**config.mk**
```make
export PLATFORM = sky130hd
export DESIGN_NAME = search_congestion_window_top
export DESIGN_NICKNAME = d
export VERILOG_FILES = /design/src/scw_pkg.sv /design/src/search_congestion_window_top.sv
export VERILOG_INCLUDE_DIRS = /design/src /design/src/src
export SDC_FILE = /design/constraint.sdc
export NUM_CORES = 1
export LEC_CHECK = 0
export ABC_CLOCK_PERIOD_IN_PS = 5400
export BUFFER_PORTS_ARGS = -buffer_cell sky130_fd_sc_hd__buf_2
export CAP_MARGIN = 30
export CORE_ASPECT_RATIO = 1.2
export CORE_MARGIN = 2
export CORE_UTILIZATION = 40
export CTS_CLUSTER_DIAMETER = 30
export CTS_CLUSTER_SIZE = 25
export DETAILED_ROUTE_END_ITERATION = 16
export PLACE_DENSITY_LB_ADDON = 0.08
export SYNTH_ARGS = -nofsm -noshare
export SYNTH_HDL_FRONTEND = slang
export SYNTH_SLANG_ARGS = --single-unit
```
**constraint.sdc**
```tcl
create_clock -name clk_i -period 5.4 [get_ports clk_i]
set_clock_uncertainty 0.05 [all_clocks]
set_input_delay 0.27 -clock clk_i [delete_from_list [all_inputs] [get_ports clk_i]]
set_output_delay 0.27 -clock clk_i [all_outputs]
set_load 0.01 [all_outputs]
```
**src/assert_macros.svh**
```systemverilog
// assertion macros for the rtl of the congestion window block
// no dependencies; include by bare file name where assertions are written
`ifndef ASSERT_MACROS_SVH
`define ASSERT_MACROS_SVH

// concurrent check on a given clock and active-low reset
`define ASSERT_CHK(lbl, clk, rstn, prop, msg) \
  lbl: assert property (@(posedge clk) disable iff (!rstn) prop) else $error(msg);

// concurrent check on the block clock clk_i and reset rst_ni
`define ASSERT_CHK_DEF(lbl, prop, msg) `ASSERT_CHK(lbl, clk_i, rst_ni, prop, msg)

`endif

```
**src/scw_pkg.sv**
```systemverilog
// package for the search congestion window block: defaults, codes, types
// no dependencies
`default_nettype none

package scw_pkg;

  // default parameter values
  localparam int unsigned MaxFramesDefault = 64;
  localparam int unsigned FracBitsDefault  = 16;
  // integer bits of the window format
  localparam int unsigned IntBits = 7;

  // item function codes
  typedef enum logic [1:0] {
    FUNC_RESPONSE = 2'd0,
    FUNC_EXPIRE   = 2'd1,
    FUNC_STOP     = 2'd2
  } func_e;

  // sequencer states, one-hot
  typedef enum logic [2:0] {
    S_IDLE = 3'b001,
    S_DIV  = 3'b010,
    S_DONE = 3'b100
  } state_e;

  // per-item result flags
  typedef struct packed {
    logic accepted;
    logic restart;
    logic boost;
    logic congest;
  } flags_t;

endpackage

`default_nettype wire

```
**src/search_congestion_window_top.sv**
```systemverilog
// search congestion window: window/threshold state, response counting and
// an iterative restoring divider for the additive-increase reciprocal
// depends on scw_pkg and assert_macros.svh
//
//   channel   handshake                  payload
//   input     in_valid_i / in_ready_o    func_i .. searches_sent_i
//   result    out_valid_o / out_ready_i  frames_per_try_o .. congestion_seen_o
//   config    cfg_we_i                   cfg_wdata_i (boost_possible)
//
// a response, stop or expire without additive increase goes from the idle state
// through the done state into the output register; an expire with additive
// increase first passes through the divider state, which forms the FRAC_BITS + 1
// quotient bits one bit per cycle, before it reaches the done state.
// the input is taken again once the previous item has moved into the output
// register, so a new item is transferred while a result still waits; a stalled
// result holds the sequencer until the output register frees up.
// reset is asynchronous and returns the window to one frame, threshold to
// all ones, counters and sequence window to zero.
`default_nettype none
`include "assert_macros.svh"

module search_congestion_window_top #(
  parameter int unsigned MAX_FRAMES = scw_pkg::MaxFramesDefault,
  parameter int unsigned FRAC_BITS  = scw_pkg::FracBitsDefault
) (
  input  wire logic                                 clk_i,
  input  wire logic                                 rst_ni,
  // configuration
  input  wire logic                                 cfg_we_i,
  input  wire logic                                 cfg_wdata_i,
  // input channel
  input  wire logic                                 in_valid_i,
  output logic                                      in_ready_o,
  input  wire logic [1:0]                           func_i,
  input  wire logic [31:0]                          resp_seq_no_i,
  input  wire logic                                 resp_seq_valid_i,
  input  wire logic                                 requests_waiting_i,
  input  wire logic [31:0]                          round_seq_begin_i,
  input  wire logic [31:0]                          round_seq_next_i,
  input  wire logic [31:0]                          searches_sent_i,
  // result channel
  output logic                                      out_valid_o,
  input  wire logic                                 out_ready_i,
  output logic [scw_pkg::IntBits+FRAC_BITS-1:0]     frames_per_try_o,
  output logic [scw_pkg::IntBits+FRAC_BITS-1:0]     threshold_now_o,
  output logic                                      response_accepted_o,
  output logic                                      restart_now_o,
  output logic                                      boost_now_o,
  output logic                                      congestion_seen_o
);
  import scw_pkg::*;

  localparam int unsigned WinW  = IntBits + FRAC_BITS;
  localparam int unsigned QuotW = FRAC_BITS + 1;
  localparam int unsigned CntW  = $clog2(FRAC_BITS + 1);

  localparam logic [WinW-1:0] OneFrame = WinW'(1) << FRAC_BITS;
  localparam logic [WinW-1:0] HalfOne  = WinW'(1) << (FRAC_BITS - 1);
  localparam logic [WinW-1:0] Limit    = WinW'(MAX_FRAMES) << FRAC_BITS;
  localparam logic [WinW-1:0] WinMax   = '1;
  localparam logic [31:0]     CountMax = '1;

  state_e            state_q, state_d;
  logic [WinW-1:0]   window_q, window_d;
  logic [WinW-1:0]   thresh_q, thresh_d;
  logic [31:0]       attempt_q, attempt_d;
  logic [31:0]       resp_cnt_q, resp_cnt_d;
  logic [31:0]       seq_low_q, seq_low_d;
  logic [31:0]       seq_high_q, seq_high_d;
  logic              halted_q, halted_d;
  logic              boost_en_q;
  flags_t            flags_q, flags_d;
  // divider registers
  logic [WinW-1:0]   rem_q, rem_d;
  logic [QuotW-1:0]  quot_q, quot_d;
  logic [CntW-1:0]   cnt_q, cnt_d;
  // output register
  logic              out_valid_q;
  logic [WinW-1:0]   out_win_q;
  logic [WinW-1:0]   out_thr_q;
  flags_t            out_flags_q;

  // divider step and increase datapath
  logic [WinW:0]     rem_shift;
  logic              rem_ge;
  logic [QuotW-1:0]  quot_next;
  logic [WinW:0]     win_sum;
  logic [WinW:0]     win_double;
  logic              seq_hit;
  logic [31:0]       resp_inc;
  logic              out_free;

  assign rem_shift  = {rem_q, 1'b0};
  assign rem_ge     = rem_shift >= {1'b0, window_q};
  assign quot_next  = {quot_q[QuotW-2:0], rem_ge};
  assign win_sum    = {1'b0, window_q} + (WinW + 1)'(quot_next);
  assign win_double = {window_q, 1'b0};
  assign seq_hit    = !resp_seq_valid_i ||
                      (seq_low_q <= resp_seq_no_i && seq_high_q >= resp_seq_no_i);
  assign resp_inc   = resp_cnt_q + 32'd1;
  assign out_free   = !out_valid_q || out_ready_i;

  assign in_ready_o = (state_q == S_IDLE);

  // sequencer and state update
  always_comb begin
    state_d    = state_q;
    window_d   = window_q;
    thresh_d   = thresh_q;
    attempt_d  = attempt_q;
    resp_cnt_d = resp_cnt_q;
    seq_low_d  = seq_low_q;
    seq_high_d = seq_high_q;
    halted_d   = halted_q;
    flags_d    = flags_q;
    rem_d      = rem_q;
    quot_d     = quot_q;
    cnt_d      = cnt_q;
    case (state_q)
      S_IDLE: begin
        if (in_valid_i) begin
          flags_d = '0;
          state_d = S_DONE;
          case (func_e'(func_i))
            FUNC_RESPONSE: begin
              if (!halted_q && seq_hit && resp_cnt_q != CountMax) begin
                resp_cnt_d       = resp_inc;
                flags_d.accepted = 1'b1;
                flags_d.restart  = (resp_inc == attempt_q) && requests_waiting_i;
              end
            end
            FUNC_EXPIRE: begin
              flags_d.boost = (resp_cnt_q != 32'd0) && boost_en_q;
              if (attempt_q != 32'd0) begin
                if (resp_cnt_q == attempt_q) begin
                  if (window_q < Limit) begin
                    if (window_q < thresh_q) begin
                      // slow start: double, capped at the threshold
                      window_d = (win_double > {1'b0, thresh_q}) ? thresh_q :
                                 win_double[WinW-1:0];
                    end else begin
                      // additive increase: start the reciprocal division
                      rem_d   = HalfOne;
                      quot_d  = '0;
                      cnt_d   = CntW'(FRAC_BITS);
                      state_d = S_DIV;
                    end
                  end
                end else begin
                  thresh_d        = {1'b0, window_q[WinW-1:1]};
                  window_d        = OneFrame;
                  flags_d.congest = 1'b1;
                end
              end
              // open the next round
              seq_low_d  = round_seq_begin_i;
              seq_high_d = round_seq_next_i - 32'd1;
              attempt_d  = searches_sent_i;
              resp_cnt_d = '0;
            end
            FUNC_STOP: begin
              halted_d = 1'b1;
            end
            default: begin
            end
          endcase
        end
      end
      S_DIV: begin
        // one quotient bit per cycle
        rem_d  = rem_ge ? WinW'(rem_shift - {1'b0, window_q}) : rem_shift[WinW-1:0];
        quot_d = quot_next;
        if (cnt_q == '0) begin
          window_d = win_sum[WinW] ? WinMax : win_sum[WinW-1:0];
          state_d  = S_DONE;
        end else begin
          cnt_d = cnt_q - CntW'(1);
        end
      end
      S_DONE: begin
        if (out_free) begin
          state_d = S_IDLE;
        end
      end
      default: begin
        state_d = S_IDLE;
      end
    endcase
  end

  // control and state registers
  always_ff @(posedge clk_i or negedge rst_ni) begin
    if (!rst_ni) begin
      state_q     <= S_IDLE;
      window_q    <= OneFrame;
      thresh_q    <= WinMax;
      attempt_q   <= '0;
      resp_cnt_q  <= '0;
      seq_low_q   <= '0;
      seq_high_q  <= '0;
      halted_q    <= 1'b0;
      boost_en_q  <= 1'b0;
      flags_q     <= '0;
      cnt_q       <= '0;
      out_valid_q <= 1'b0;
    end else begin
      state_q    <= state_d;
      window_q   <= window_d;
      thresh_q   <= thresh_d;
      attempt_q  <= attempt_d;
      resp_cnt_q <= resp_cnt_d;
      seq_low_q  <= seq_low_d;
      seq_high_q <= seq_high_d;
      halted_q   <= halted_d;
      flags_q    <= flags_d;
      cnt_q      <= cnt_d;
      if (cfg_we_i) begin
        boost_en_q <= cfg_wdata_i;
      end
      if (state_q == S_DONE && out_free) begin
        out_valid_q <= 1'b1;
      end else if (out_ready_i) begin
        out_valid_q <= 1'b0;
      end
    end
  end

  // divider datapath and output payload
  always_ff @(posedge clk_i) begin
    rem_q  <= rem_d;
    quot_q <= quot_d;
    if (state_q == S_DONE && out_free) begin
      out_win_q   <= window_q;
      out_thr_q   <= thresh_q;
      out_flags_q <= flags_q;
    end
  end

  assign out_valid_o         = out_valid_q;
  assign frames_per_try_o    = out_win_q;
  assign threshold_now_o     = out_thr_q;
  assign response_accepted_o = out_flags_q.accepted;
  assign restart_now_o       = out_flags_q.restart;
  assign boost_now_o         = out_flags_q.boost;
  assign congestion_seen_o   = out_flags_q.congest;

  // checks
  `ASSERT_CHK_DEF(a_win_min, window_q >= OneFrame, "window below one frame")
  `ASSERT_CHK_DEF(a_div_end, (state_q == S_DIV && cnt_q == '0) |=> (state_q == S_DONE),
                  "divider did not finish")
  `ASSERT_CHK_DEF(a_congest_win, (out_valid_o && congestion_seen_o) |->
                  (frames_per_try_o == OneFrame), "congestion without window reset")
  `ASSERT_CHK_DEF(a_flag_mix, out_valid_o |-> !(response_accepted_o && congestion_seen_o),
                  "response and expire flags together")

endmodule

`default_nettype wire
```
==> impl_results.md <==
- WL/cell: about 18 um
- Critical path peak fanout: 6
- Static Leak: 0.0102 uW
- Vias in the first global route: around 16000
- Iteration-0 DRC Markers: roughly 630
- DPL Wire Length: roughly 38 mm
- Place WS: roughly 0.31 ns
- Placed cell areas: between 0.015 and 0.02 sq mm
- Synth unique cells: slightly below 90
- Global-route wire length before repair: ~85 mm
- Pwr dens: 443 mW/mm^2
- Number of synthesized flops with an enable pin: 89
- Share of flip-flops with an asynchronous set or reset: 0.680
- DIE WIDTH: about 200 um
- Initial Utilization: 0.403
- Fin. Hold Viols: 0
- CTS Sinks: roughly 280
- Seq/Total Area, Yosys: 0.414
- Synth top cells by count: nand2_1, dfrtp_1, ha_1
- Final min period: between 4 and 5 ns
- IO Port Bufs: ~190
- Slew headroom: 0.381
- Antenna violations before repair: 0
- Post-synth top area share: 0.229
- Min-Delay Path Class: input port to register
- CP cell instances: inv_1 > ha_1 > a21o_1 > a21oi_1 > inv_1 > a21oi_1 > nor2b_1 > a31oi_1 > o21ai_2 > ha_1 > fa_1 > a21oi_1 > o2111ai_1 > o21ai_0 > a21boi_0 > o31ai_1 > o21ai_0 > xor2_1 > o32a_1 > mux2_2
- Die ar.: around 0.047 sq mm
- Core box area: 0.0446 sq mm
- Final Cycle Share: 0.918
- Final instance area: around 0.023 sq mm
- Top post-synthesis cells by area: dfrtp_1, edfxtp_1, ha_1
- Fin nets: between 2000 and 3000
- # Max-Cap Violations: 0
- Max IR drop VDD: 0.243 mV
- Fin. max-slew vios: 0
- Share of cells above drive strength 1: 0.180
- Most frequent cell after synthesis: nand2_1
- Area Growth Syn to Fin: 28.1%
- Endpoint class of the critical path: register
- Total Power: slightly above 10000 uW
- Slowest-stage cell, CP: dfrtp_1
- DR vias: ~16000
- Via-per-instance ratio: ~5.4
- Hold path endpoint: seq_high_q[24]
- RSZ-0062 raised after global routing: false
- R2r setup slk: roughly 0.44 ns
- Reg2Reg Launch Point: window_q[17]
- Largest net degree at the start of global routing: between 100 and 150
- Core Rows: 85
- Most used cell along the critical path: a21oi_1
- Min-delay src: round_seq_next_i[24]
- Postcts setup bufs: 0
- Achievable frequency: about 200 MHz
- CTS tree: done
- FF+latch count, synth: roughly 280
- Worst Tran Pin Value: around 0.93 ns
- Syn Std Cell Area: ~0.018 sq mm
- H-tree levels: 3
- CTS buffer count: between 70 and 80
- Worst Reg-to-Reg Cells: 20
- CP arrival: between 5 and 6 ns
- Top_reg_cell synth: dfrtp_1
- Syn Nets: 2274
- Synth area leader: dfrtp_1
- Startpoint types: register
- Setup CP Type: register to register
- TNS Setup: 0 ns
- Critical path required time: about 5.9 ns
- RR Endpoint: window_q[16]
- CTS Root Buffer Type: clkbuf_16
- Post-route DRC: 0
- Synthesized instance count: around 2000
- I/O pins: between 150 and 200
- Routed Antenna Nets: 0
- Hold Crit Depth: 3
- Worst skew pair latency: around 0.6 ns
- Clock Path Buffers: 3
- Overflow after GRT: 0
- Setup ws final: between 0.4 and 0.5 ns
- Largest stage delay, worst path: roughly 0.43 ns
- Worst-path clk slew: ~0.040 ns
- Synth Warn #: 0
- Antenna cells: 0
- Mean Syn Cell Area: between 9 and 10 sq um
- WL final: around 53 mm
- Core Util, Final: 0.516
- Final setup vio count: 0
- Total GRT Usage: 0.232
- TritonRoute pass-1 iters: 5
- Outcome: complete, no violations
- Chip height: ~240 um
- GPL Wtd Cong: between 0.8 and 0.9
## per-layer routing
metal  GRT usage  up-vias  wire length [um]
li1            -     7722                 -
met1       0.272     7450             22000
met2       0.413      345             26900
met3      0.0390      122              2080
met4       0.104        0              1990
met5           0        -                 0
## how the worst max path moves through the flow
stage / start / end / slack, ns / cells past startpoint
floorplan: window_q[2] / window_q[16] / 0.48 / 20
global placement: window_q[2] / window_q[16] / 0.51 / 19
detailed placement: rem_q[1] / window_q[16] / 0.31 / 18
CTS: rem_q[1] / window_q[16] / 0.28 / 18
global route: window_q[17] / window_q[16] / 0.06 / 20
finish: window_q[17] / window_q[16] / 0.44 / 20
## layout make-up
| type | count | area [sq um] |
|---|---|---|
| clock buffer | 85 | 1950 |
| clock inverter | 49 | 583 |
| sequential | 278 | 7430 |
| fill | 4113 | 21600 |
| tap | 565 | 707 |
| multi-input combinational | 1500 | 9700 |
| inverter | 110 | 413 |
| timing repair buffer | 318 | 2200 |
## layout by cell type, fill, tap and decap left out, drive strengths merged, types with 59 or more instances in the layout
master / synthesis / routed
nand2: 362 / 362
buf: 32 / 225
dfrtp: 164 / 164
o21ai: 160 / 160
ha: 153 / 153
inv: 110 / 119
nor2: 111 / 111
dlygate4sd3: 0 / 92
edfxtp: 89 / 89
clkbuf: 61 / 86
a21oi: 69 / 69
nand3: 60 / 60
xnor2: 59 / 59
## cell families (layout without fill, tap and decap cells)
| kind of cell | count (synthesis) | count (layout) | synth area share |
|---|---|---|---|
| XOR/XNOR | 113 | 113 | 0.0556 |
| adder cells (fa/ha/maj) | 155 | 155 | 0.109 |
| flip-flops | 278 | 278 | 0.414 |
| buffers and inverters | 203 | 562 | 0.0478 |
| AO/OA/AOI/OAI | 441 | 441 | 0.154 |
| multiplexers | 25 | 25 | 0.0142 |
| AND/OR/NAND/NOR | 766 | 766 | 0.205 |
## worst max-delay path: cells and delay by family (launching register included)
family | cells | cell delay (ns)
DFF | 1 | 0.43
and+or+nand+nor | 1 | 0.08
muxes | 1 | 0.26
AOI/OAI and AO/OA | 12 | 2.62
xor gates and xnor gates | 1 | 0.16
buffers and inverters | 2 | 0.25
adders and majority gates | 3 | 1.01
## flip-flops by register name, summed over array words and instances (netlist names), 23 cells and up
| signal | flops |
|---|---|
| thresh_q | 23 |
| frames_per_try_o | 23 |
| rem_q | 23 |
| window_q | 23 |
| seq_low_q | 32 |
| attempt_q | 32 |
| resp_cnt_q | 32 |
| threshold_now_o | 23 |
| seq_high_q | 32 |
## through the flow
| step | instances | hold WS [ns] |
|---|---|---|
| floorplan | 1981 | -0.0756 |
| global placement | 2677 | 0.203 |
| detailed placement | 2679 | 0.204 |
| CTS | 2905 | 0.000572 |
| global route | 2905 | 0.0164 |
| finish | 2905 | 0.0255 |
## power breakdown
part | switching, uW | internal [uW] | total (uW)
logic | 1620 | 1170 | 2790
clock network | 1400 | 3070 | 4470
registers | 333 | 2610 | 2940
## repair_timing
item                                    CTS  global route
endpoints found under the setup margin    0             2
endpoints found under the hold margin   135             0
gates resized for setup                   0             1
hold buffers                             92             0
Note: power is estimated with default switching activity, not from simulation.
